[src/design/assert_macros.svh]
// ----------------------------------------------------------------------------
// assert_macros.svh
// Concurrent assertion helpers shared by the decoder RTL.
// ----------------------------------------------------------------------------
`ifndef ASSERT_MACROS_SVH
`define ASSERT_MACROS_SVH

`ifndef SYNTHESIS

// antecedent implies consequent in the same cycle
`define MU8D_ASSERT_IMPL(lbl, clk, rst_n, ante, cons, msg) \
  lbl: assert property (@(posedge clk) disable iff (!rst_n) (ante) |-> (cons)) \
    else $error(msg);

// antecedent implies consequent in the cycle after
`define MU8D_ASSERT_NEXT(lbl, clk, rst_n, ante, cons, msg) \
  lbl: assert property (@(posedge clk) disable iff (!rst_n) (ante) |=> (cons)) \
    else $error(msg);

// condition never holds
`define MU8D_ASSERT_NEVER(lbl, clk, rst_n, cond, msg) \
  lbl: assert property (@(posedge clk) disable iff (!rst_n) !(cond)) \
    else $error(msg);

`else

`define MU8D_ASSERT_IMPL(lbl, clk, rst_n, ante, cons, msg)
`define MU8D_ASSERT_NEXT(lbl, clk, rst_n, ante, cons, msg)
`define MU8D_ASSERT_NEVER(lbl, clk, rst_n, cond, msg)

`endif

`endif

[src/design/mu8d_pkg.sv]
// ----------------------------------------------------------------------------
// mu8d_pkg
// Types and constants of the modified UTF-8 decoder.
// ----------------------------------------------------------------------------
package mu8d_pkg;

  localparam int Q_DEPTH = 4;
  localparam int Q_PTR_W = $clog2(Q_DEPTH);
  localparam int Q_CNT_W = $clog2(Q_DEPTH + 1);

  localparam logic [1:0] ERR_NONE  = 2'd0;
  localparam logic [1:0] ERR_STRAY = 2'd1;
  localparam logic [1:0] ERR_CUT   = 2'd2;

  localparam logic [7:0] MASK_ASCII = 8'h7F;
  localparam logic [7:0] MASK_CONT  = 8'h3F;
  localparam logic [7:0] MASK_LEAD2 = 8'h1F;
  localparam logic [7:0] MASK_LEAD3 = 8'h0F;

  typedef enum logic [1:0] {
    PEND_NONE = 2'd0,
    PEND_ONE  = 2'd1,
    PEND_TWO  = 2'd2
  } pend_t;

  // one accepted byte's worth of results
  typedef struct packed {
    logic        has_unit;
    logic [15:0] unit;
    logic        unit_stray;
    logic        has_term;
    logic        term_cut;
  } cmd_t;

endpackage

[src/design/mu8d_front.sv]
// ----------------------------------------------------------------------------
// mu8d_front
// Accept bytes, track pending continuation bytes, emit result commands.
// ----------------------------------------------------------------------------
`include "assert_macros.svh"

module mu8d_front (
  input  logic             clk,
  input  logic             rst_n,
  input  logic             in_valid,
  output logic             in_ready,
  input  logic [7:0]       in_data_byte,
  input  logic             in_end_of_string,
  input  logic             q_full,
  output logic             q_push,
  output mu8d_pkg::cmd_t   q_cmd
);

  mu8d_pkg::pend_t bp_r, bp_nxt, bp_dec;
  logic [15:0]     pv_r, pv_nxt, pv_dec;
  logic            acc;
  mu8d_pkg::cmd_t  cmd;

  assign in_ready = !q_full;
  assign acc      = in_valid && in_ready;

  // next state
  always_comb begin
    bp_dec = mu8d_pkg::PEND_NONE;
    pv_dec = '0;
    unique case (bp_r)
      mu8d_pkg::PEND_TWO: begin
        bp_dec = mu8d_pkg::PEND_ONE;
        pv_dec = pv_r | {4'd0, in_data_byte[5:0], 6'd0};
      end
      mu8d_pkg::PEND_ONE: begin
        bp_dec = mu8d_pkg::PEND_NONE;
        pv_dec = '0;
      end
      default: begin
        if (in_data_byte[7:5] == 3'b111) begin
          bp_dec = mu8d_pkg::PEND_TWO;
          pv_dec = {in_data_byte[3:0], 12'd0};
        end else if (in_data_byte[7:6] == 2'b11) begin
          bp_dec = mu8d_pkg::PEND_ONE;
          pv_dec = {5'd0, in_data_byte[4:0], 6'd0};
        end
      end
    endcase
    bp_nxt = bp_r;
    pv_nxt = pv_r;
    if (acc) begin
      if (in_end_of_string) begin
        bp_nxt = mu8d_pkg::PEND_NONE;
        pv_nxt = '0;
      end else begin
        bp_nxt = bp_dec;
        pv_nxt = pv_dec;
      end
    end
  end

  // outputs
  always_comb begin
    cmd = '0;
    unique case (bp_r)
      mu8d_pkg::PEND_TWO: ;
      mu8d_pkg::PEND_ONE: begin
        cmd.has_unit = 1'b1;
        cmd.unit     = pv_r | {10'd0, in_data_byte[5:0]};
      end
      default: begin
        if (!in_data_byte[7]) begin
          cmd.has_unit = 1'b1;
          cmd.unit     = {8'd0, in_data_byte & mu8d_pkg::MASK_ASCII};
        end else if (in_data_byte[6] == 1'b0) begin
          cmd.has_unit   = 1'b1;
          cmd.unit_stray = 1'b1;
        end
      end
    endcase
    cmd.has_term = in_end_of_string;
    cmd.term_cut = in_end_of_string && (bp_dec != mu8d_pkg::PEND_NONE);
  end

  assign q_cmd  = cmd;
  assign q_push = acc && (cmd.has_unit || cmd.has_term);

  always_ff @(posedge clk) begin
    if (!rst_n) begin
      bp_r <= mu8d_pkg::PEND_NONE;
      pv_r <= '0;
    end else begin
      bp_r <= bp_nxt;
      pv_r <= pv_nxt;
    end
  end

  `MU8D_ASSERT_NEXT(a_eos_clears, clk, rst_n, acc && in_end_of_string,
    bp_r == mu8d_pkg::PEND_NONE && pv_r == 16'd0, "pending state survived string end")
  `MU8D_ASSERT_IMPL(a_cut_only_eos, clk, rst_n, q_push && q_cmd.term_cut,
    q_cmd.has_term && !q_cmd.has_unit, "cut flag without terminator")

endmodule

[src/design/mu8d_queue.sv]
// ----------------------------------------------------------------------------
// mu8d_queue
// Short command queue between the byte front end and the result back end.
// ----------------------------------------------------------------------------
`include "assert_macros.svh"

module mu8d_queue (
  input  logic           clk,
  input  logic           rst_n,
  input  logic           push,
  input  mu8d_pkg::cmd_t push_cmd,
  output logic           full,
  input  logic           pop,
  output logic           head_valid,
  output mu8d_pkg::cmd_t head_cmd
);

  mu8d_pkg::cmd_t                  mem_r [mu8d_pkg::Q_DEPTH];
  logic [mu8d_pkg::Q_PTR_W-1:0]    wr_ptr_r, wr_ptr_nxt, rd_ptr_r, rd_ptr_nxt;
  logic [mu8d_pkg::Q_CNT_W-1:0]    cnt_r, cnt_nxt;

  localparam logic [mu8d_pkg::Q_PTR_W-1:0] PTR_LAST = mu8d_pkg::Q_PTR_W'(mu8d_pkg::Q_DEPTH - 1);
  localparam logic [mu8d_pkg::Q_CNT_W-1:0] CNT_FULL = mu8d_pkg::Q_CNT_W'(mu8d_pkg::Q_DEPTH);

  assign full       = (cnt_r == CNT_FULL);
  assign head_valid = (cnt_r != '0);
  assign head_cmd   = mem_r[rd_ptr_r];

  always_comb begin
    wr_ptr_nxt = wr_ptr_r;
    rd_ptr_nxt = rd_ptr_r;
    cnt_nxt    = cnt_r;
    if (push) begin
      wr_ptr_nxt = (wr_ptr_r == PTR_LAST) ? '0 : wr_ptr_r + 1'b1;
    end
    if (pop) begin
      rd_ptr_nxt = (rd_ptr_r == PTR_LAST) ? '0 : rd_ptr_r + 1'b1;
    end
    if (push && !pop) begin
      cnt_nxt = cnt_r + 1'b1;
    end else if (pop && !push) begin
      cnt_nxt = cnt_r - 1'b1;
    end
  end

  always_ff @(posedge clk) begin
    if (!rst_n) begin
      wr_ptr_r <= '0;
      rd_ptr_r <= '0;
      cnt_r    <= '0;
    end else begin
      wr_ptr_r <= wr_ptr_nxt;
      rd_ptr_r <= rd_ptr_nxt;
      cnt_r    <= cnt_nxt;
    end
  end

  always_ff @(posedge clk) begin
    if (push) begin
      mem_r[wr_ptr_r] <= push_cmd;
    end
  end

  `MU8D_ASSERT_NEVER(a_push_full, clk, rst_n, push && full, "push into full queue")
  `MU8D_ASSERT_NEVER(a_pop_empty, clk, rst_n, pop && !head_valid, "pop from empty queue")

endmodule

[src/design/mu8d_back.sv]
// ----------------------------------------------------------------------------
// mu8d_back
// Expand queued commands into result beats through an output register.
// ----------------------------------------------------------------------------
`include "assert_macros.svh"

module mu8d_back (
  input  logic           clk,
  input  logic           rst_n,
  input  logic           head_valid,
  input  mu8d_pkg::cmd_t head_cmd,
  output logic           pop,
  output logic           out_valid,
  input  logic           out_ready,
  output logic [15:0]    out_code_unit,
  output logic           out_is_terminator,
  output logic [1:0]     out_error_kind,
  output logic           out_last
);

  logic        out_valid_r, out_valid_nxt;
  logic        unit_done_r, unit_done_nxt;
  logic [15:0] code_r, code_nxt;
  logic        term_r, term_nxt;
  logic [1:0]  err_r, err_nxt;
  logic        last_r, last_nxt;
  logic        load, emit_unit;

  assign load      = head_valid && (!out_valid_r || out_ready);
  assign emit_unit = head_cmd.has_unit && !unit_done_r;

  always_comb begin
    out_valid_nxt = out_valid_r && !out_ready;
    unit_done_nxt = unit_done_r;
    code_nxt      = code_r;
    term_nxt      = term_r;
    err_nxt       = err_r;
    last_nxt      = last_r;
    pop           = 1'b0;
    if (load) begin
      out_valid_nxt = 1'b1;
      if (emit_unit) begin
        code_nxt      = head_cmd.unit;
        term_nxt      = 1'b0;
        err_nxt       = head_cmd.unit_stray ? mu8d_pkg::ERR_STRAY : mu8d_pkg::ERR_NONE;
        last_nxt      = 1'b0;
        pop           = !head_cmd.has_term;
        unit_done_nxt = head_cmd.has_term;
      end else begin
        code_nxt      = '0;
        term_nxt      = 1'b1;
        err_nxt       = head_cmd.term_cut ? mu8d_pkg::ERR_CUT : mu8d_pkg::ERR_NONE;
        last_nxt      = 1'b1;
        pop           = 1'b1;
        unit_done_nxt = 1'b0;
      end
    end
  end

  always_ff @(posedge clk) begin
    if (!rst_n) begin
      out_valid_r <= 1'b0;
      unit_done_r <= 1'b0;
    end else begin
      out_valid_r <= out_valid_nxt;
      unit_done_r <= unit_done_nxt;
    end
  end

  always_ff @(posedge clk) begin
    code_r <= code_nxt;
    term_r <= term_nxt;
    err_r  <= err_nxt;
    last_r <= last_nxt;
  end

  assign out_valid         = out_valid_r;
  assign out_code_unit     = code_r;
  assign out_is_terminator = term_r;
  assign out_error_kind    = err_r;
  assign out_last          = last_r;

  `MU8D_ASSERT_IMPL(a_split_head, clk, rst_n, unit_done_r,
    head_valid && head_cmd.has_unit && head_cmd.has_term, "split command lost its head")
  `MU8D_ASSERT_NEXT(a_unit_then_term, clk, rst_n, load && emit_unit && head_cmd.has_term,
    unit_done_r, "terminator half of command not held")

endmodule

[src/design/modified_utf8_char_decoder.sv]
// ----------------------------------------------------------------------------
// modified_utf8_char_decoder
// Java modified UTF-8 byte stream to 16-bit code units, with terminator.
//
//   channel  dir  handshake              payload
//   in_      in   in_valid / in_ready    data_byte[7:0], end_of_string
//   out_     out  out_valid / out_ready  code_unit[15:0], is_terminator,
//                                        error_kind[1:0], last
//
// One byte is taken per cycle while the four-entry command queue has room.
// A result passes through the queue, then the output register; a byte
// yielding a unit and a terminator uses the output register for both,
// unit first. Reset clears the pending count and the queue.
// The queue decouples output stalls from input acceptance.
// ----------------------------------------------------------------------------
module modified_utf8_char_decoder (
  input  logic        clk,
  input  logic        rst_n,
  input  logic        in_valid,
  output logic        in_ready,
  input  logic [7:0]  in_data_byte,
  input  logic        in_end_of_string,
  output logic        out_valid,
  input  logic        out_ready,
  output logic [15:0] out_code_unit,
  output logic        out_is_terminator,
  output logic [1:0]  out_error_kind,
  output logic        out_last
);

  logic           q_full, q_push, q_pop, q_head_valid;
  mu8d_pkg::cmd_t q_cmd, q_head;

  mu8d_front u_front (
    .clk              (clk),
    .rst_n            (rst_n),
    .in_valid         (in_valid),
    .in_ready         (in_ready),
    .in_data_byte     (in_data_byte),
    .in_end_of_string (in_end_of_string),
    .q_full           (q_full),
    .q_push           (q_push),
    .q_cmd            (q_cmd)
  );

  mu8d_queue u_queue (
    .clk        (clk),
    .rst_n      (rst_n),
    .push       (q_push),
    .push_cmd   (q_cmd),
    .full       (q_full),
    .pop        (q_pop),
    .head_valid (q_head_valid),
    .head_cmd   (q_head)
  );

  mu8d_back u_back (
    .clk               (clk),
    .rst_n             (rst_n),
    .head_valid        (q_head_valid),
    .head_cmd          (q_head),
    .pop               (q_pop),
    .out_valid         (out_valid),
    .out_ready         (out_ready),
    .out_code_unit     (out_code_unit),
    .out_is_terminator (out_is_terminator),
    .out_error_kind    (out_error_kind),
    .out_last          (out_last)
  );

endmodule
[config.mk]
export PLATFORM = sky130hd
export DESIGN_NAME = modified_utf8_char_decoder
export DESIGN_NICKNAME = d
export VERILOG_FILES = /design/src/design/mu8d_pkg.sv /design/src/design/mu8d_front.sv /design/src/design/mu8d_queue.sv /design/src/design/mu8d_back.sv /design/src/design/modified_utf8_char_decoder.sv
export VERILOG_INCLUDE_DIRS = /design/src /design/src/design
export SDC_FILE = /design/constraint.sdc
export NUM_CORES = 1
export LEC_CHECK = 0
export BUFFER_PORTS_ARGS = -buffer_cell sky130_fd_sc_hd__buf_2
export CAP_MARGIN = 20
export CORE_ASPECT_RATIO = 1.5
export CORE_MARGIN = 4
export CORE_UTILIZATION = 54
export DETAILED_ROUTE_END_ITERATION = 8
export GPL_ROUTABILITY_DRIVEN = 0
export PLACE_DENSITY = 0.83
export SYNTH_ARGS = -nofsm -noshare
export SYNTH_HDL_FRONTEND = slang
export SYNTH_SLANG_ARGS = --single-unit
[constraint.sdc]
create_clock -name clk -period 2.4 [get_ports clk]
set_input_delay 0.48 -clock clk [delete_from_list [all_inputs] [get_ports clk]]
set_output_delay 0.48 -clock clk [all_outputs]
set_load 0.05 [all_outputs]
# Yosys cells after proc, flatten, opt, wreduce, memory -nomap -nowiden
# Memory sizes are Yosys's and may differ from the RTL's. A register that Yosys moved wholly into a read port is not among the register bits.
# Cells that the tools add are included.
# classes
n_addsub,4
n_mul,0
div,0
n_lt_le_gt_ge,0
eq_ne,7
shift,0
n_mux,30
bitwise_logic,2
reduce_logical,21
# ops
op,n
$pmux W17 S2,1
$mux W16,2
$pmux W16 S2,1
$mux W2,8
$or A16 B12 Y16,1
$or A16 B6 Y16,1
$mux W1,13
$mux W11,1
$eq A2 B2 Y1 const B,4
$logic_and A1 B1 Y1,8
$logic_not A1 Y1,7
$mux W7,1
$eq A3 B3 Y1 const B,2
$mux W3,2
$add A2 B1 Y2 const B,2
$pmux W2 S2,1
$reduce_bool A2 Y1,2
$add A3 B1 Y3 const B,1
$reduce_bool A3 Y1,1
$sub A3 B1 Y3 const B,1
$eq A2 B1 Y1 const B,1
$logic_or A1 B1 Y1,2
$reduce_or A2 Y1,1
# totals
regBits,46
latch_bits,0
mem_bits_rw,80
rom_bits,0
in_bits,13
n_memories,1
# mem_list
memory,words,width,read_ports,rd_clocked_by_memory_dff,write_ports,line_no,rtl
u_queue.mem_r,4,20,1,1,1,mu8d_queue.sv:18,mu8d_pkg::cmd_t mem_r [mu8d_pkg::Q_DEPTH];

# Logic depth before layout (Yosys ltp)
# depth
ltp_word,9
depth_mapped,11

# Hierarchy
# Synthesis repeated with hierarchy kept, for this count alone.
# unflattened
hier_cells,292
hier_area_um2,4903.5
# modules_own_cells
mod,n_inst,cells_each,area_per_inst_um2
mu8d_queue,1,148,3344.5
mu8d_back,1,53,819.5
mu8d_front,1,91,739.5

# Least setup slack after synthesis
# Ideal clock, no wire load.
# synth_path
kind,flip-flop to flip-flop
start,register u_queue.cnt_r[0] in the netlist's numbering
end,register u_queue.cnt_r[2] in the netlist's numbering
arrival_ps,2387
path_slack_ps,-59
stages_incl_launch_ff,10
period_less_slack_ps,2459
path_cell_list,dfxtp_1 or3b_1 nand2_1 nor2_1 ha_1 inv_1 fa_1 xor2_1 or3_1 a21oi_1
# synth_between
elab_chain_cells,7
elab_cells_between_ends,16
cone_classes,add/sub (2); eq/ne (1); mux (3); reduce/logical (10)
# synth_lines
item,line_no,rtl
start: declaration,mu8d_queue.sv:20,"logic [mu8d_pkg::Q_CNT_W-1:0] cnt_r, cnt_nxt;"
start signal: assignment,mu8d_queue.sv:54,cnt_r <= cnt_nxt;
$eq A3 B3 Y1 *,mu8d_queue.sv:25,assign full = (cnt_r == CNT_FULL);
$logic_not A1 Y1 *,mu8d_front.sv:24,assign in_ready = !q_full;
via in_ready,modified_utf8_char_decoder.sv:20,"output logic in_ready,"
$logic_and A1 B1 Y1 *,mu8d_front.sv:25,assign acc = in_valid && in_ready;
$logic_and A1 B1 Y1 *,mu8d_front.sv:87,assign q_push = acc && (cmd.has_unit || cmd.has_term);
via q_push,modified_utf8_char_decoder.sv:31,"logic q_full, q_push, q_pop, q_head_valid;"
$logic_not A1 Y1,mu8d_queue.sv:41,end else if (pop && !push) begin
$logic_and A1 B1 Y1,mu8d_queue.sv:41,
$reduce_bool A2 Y1 (no line),n/a,
# Mark *: on every way through the listed nets, which the timed path passes. The rest lies on a longest branch. The select of a mux whose other input is x is not followed.
# A chain may end at the register's enable or synchronous reset.

==> metrics.yaml <==
fp.dieH_um: 125
antenna_left: 0
period_share: 1.00
maxCapViolCount: 0
crit_path_start_kind: "register"
synthCells: 307
core_um2: 8830
avgViaCountPerCell: 5.82
clk_pin_slew_worst_paths_ps: 60
area_growth_pct: 20.6
setup_violations: 1
layout-drive-gt1-share: 0.290
drc: 0
clock_latency_ps: 410
worstSetupPathType: "register to register"
yosys_warnings: 0
p_leak_nw: 2.15
slew_headroom: 0.623
ir_drop_mv: 0.775
syn-num-nets: 330
ys_ff_latch: 122
wirelength_um: 9440
cts_tree: "built"
mostFrequentLayoutCells: "99 x edfxtp_1, 34 x buf_2, 23 x buf_4"
powerDensity_nw_per_um2: 1260
utilization: 0.671
place_inst: 459
dpl.hpwl_um: 6020
cts_max_level: 4
finalHoldViolations: 0
die_w_um: 85.8
worstPathCellList: "mux4_2 -> a311oi_4 -> inv_1 -> ha_2 -> inv_2 -> fa_2 -> xor2_1 -> or3_1 -> a21oi_2"
grt_max_degree: 21
max_freq_mhz: 415
cts_root_buffer: "clkbuf_16"
antenna_found_initial: 0
final_max_slew_viol_count: 0
start_util: 0.556
fin_ws_ps: -7.38
crit_arrival_ps: 2730
wl_met3_um: 545
synth_seq_area_share: 0.699
end_kind: "register"
slowest_stage: "mux4_2"
hold_class: "primary input to register"
finalNonFillerCells: 493
worst_pin_slew_ps: 563
fin_nets: 393
first_pass_iters: 7
first_iter_violations: 158
antennaDiodeCount: 0
dieArea_um2: 10700
numCtsBuffers: 17
tns_ps: -7.38
gr-total-overflow: 0
clock_path_buffers: 2
vias: 2869
grt_pass1_wl_um: 14900
status: "finished, violations left"
track_usage: 0.187
worst_clock_skew_ps: 10.5
grt_pass1_vias: 2977
crit_fanout: 3
num_rows: 42
cts.sinks: 122
syn_area_um2: 4910
final_common_cell: "edfxtp_1"
post_drt_wl_per_cell_um: 19.1
syn_avg_cell_area_um2: 16.0
ios: 35
rsz0062_at_grt: "true"
violations: "negative setup slack"
ys_types: 35
wl_met1_um: 3450
portBuffers: 34
slowest_delay_ps: 550
wl_met2_um: 5230
layout_min_cycle_time_ps: 2410
cp.required_ps: 2720
top_layer_used: "met4"
## path summary, 6_finish.rpt
kind | start | endpoint | slack (ps) | depth (start not counted)
setup / recovery | register | u_queue.cnt_r[2] | -7 | 9
setup reg to reg | register | u_queue.cnt_r[2] | -7 | 9
hold reg to reg | u_front.pv_r[11] | u_front.pv_r[11] | 490 | 2
hold / removal | rst_n | u_front.pv_r[11] | 390 | 3
## through the flow
stage | setup slack (ps) | area (um2) | hold WS, ps | power (W)
finish | -7.38 | 5920 | 390 | 0.00745
global route | -131 | 5920 | 400 | 0.00778
floorplan | 2.34 | 4910 | 429 | 0.00452
detailed placement | -125 | 5320 | 459 | 0.00509
global placement | 16.1 | 5320 | 445 | 0.00499
CTS | 0.0770 | 5900 | 370 | 0.00749
## state kept, by name (all words and copies together), names as in the netlist, named ones only
register                  cells
u_back.unit_done_r            1
u_queue.mem_r                80
u_back.out_code_unit         16
u_queue.cnt_r                 3
u_back.out_is_terminator      1
u_queue.rd_ptr_r              2
u_back.out_error_kind         2
u_back.out_valid              1
u_front.pv_r                 10
u_queue.wr_ptr_r              2
u_front.bp_r                  2
## cells by family after synthesis
family                     Yosys count  synth area share
adders and majority gates           10            0.0270
xor gates and xnor gates             2           0.00357
and+or+nand+nor                     84            0.0961
AOI/OAI and AO/OA                   38            0.0466
DFF                                122             0.699
buffers and inverters               29            0.0252
muxes                               22             0.102
## critical path: cells and delay by family (launching register included)
family | cells | cell delay, ps
compound gates | 2 | 490
xor+xnor | 1 | 80
fa+ha+maj | 2 | 380
buf+inv | 2 | 140
flops | 1 | 360
mux | 1 | 550
simple gates | 1 | 330
## repair_timing
item	4_1_cts	5_1_grt
pin swaps	3	1
buffers inserted	1	1
endpoints found under the setup margin	2	2
hold buffers	0	0
gates resized for setup	6	5
## cell type report
cell class / count / area, um2
flip-flops and latches: 122 / 3440
clock inverters: 14 / 130
well taps: 110 / 138
repair buffers: 58 / 354
fillers: 598 / 2910
multi-input cells: 156 / 1380
clock buffers: 18 / 429
inverters: 15 / 56.3
## synth_stat cells
| master | n | area share |
|---|---|---|
| nor3_1 | 6 | 0.0061 |
| buf_1 | 1 | 0.00076 |
| nand3b_1 | 2 | 0.0031 |
| ha_1 | 9 | 0.023 |
| or2_2 | 1 | 0.0013 |
| and3_1 | 17 | 0.022 |
| mux4_2 | 12 | 0.055 |
| nor2b_1 | 2 | 0.0025 |
| a32oi_1 | 4 | 0.0071 |
| mux2i_1 | 2 | 0.0041 |
| nand3_1 | 5 | 0.0051 |
| a21boi_0 | 1 | 0.0015 |
| a21oi_1 | 19 | 0.019 |
| dfxtp_1 | 23 | 0.094 |
| buf_4 | 1 | 0.0015 |
| inv_1 | 14 | 0.011 |
| or3b_1 | 1 | 0.0018 |
| nor2_1 | 14 | 0.011 |
| clkbuf_1 | 8 | 0.0061 |
| mux4_1 | 8 | 0.043 |
| buf_6 | 1 | 0.0023 |
| edfxtp_1 | 99 | 0.61 |
| a311oi_4 | 1 | 0.0054 |
| buf_2 | 3 | 0.0031 |
| nand4_1 | 2 | 0.0025 |
| or3_1 | 1 | 0.0013 |
| xor2_1 | 2 | 0.0036 |
| or4_1 | 1 | 0.0015 |
| o21ai_0 | 13 | 0.013 |
| nand2_1 | 7 | 0.0054 |
| fa_1 | 1 | 0.0041 |
| and4bb_2 | 1 | 0.0025 |
| clkinv_1 | 1 | 0.00076 |
| nand2b_1 | 2 | 0.0025 |
| and2_1 | 22 | 0.028 |
## report_power, final
group | switching [W] | internal (W) | leakage (nW)
clock network | 0.000861 | 0.00151 | 0.264
registers | 0.000122 | 0.00275 | 1.07
logic | 0.00142 | 0.000794 | 0.809
total | 0.00240 | 0.00505 | 2.15
## metal layers
metal  track usage  vias up
met5             0        -
met4        0.0820        0
met3        0.0543       22
met2         0.327      132
met1         0.206     1410
li1              -     1305
Note: power is estimated with default switching activity, not from simulation.
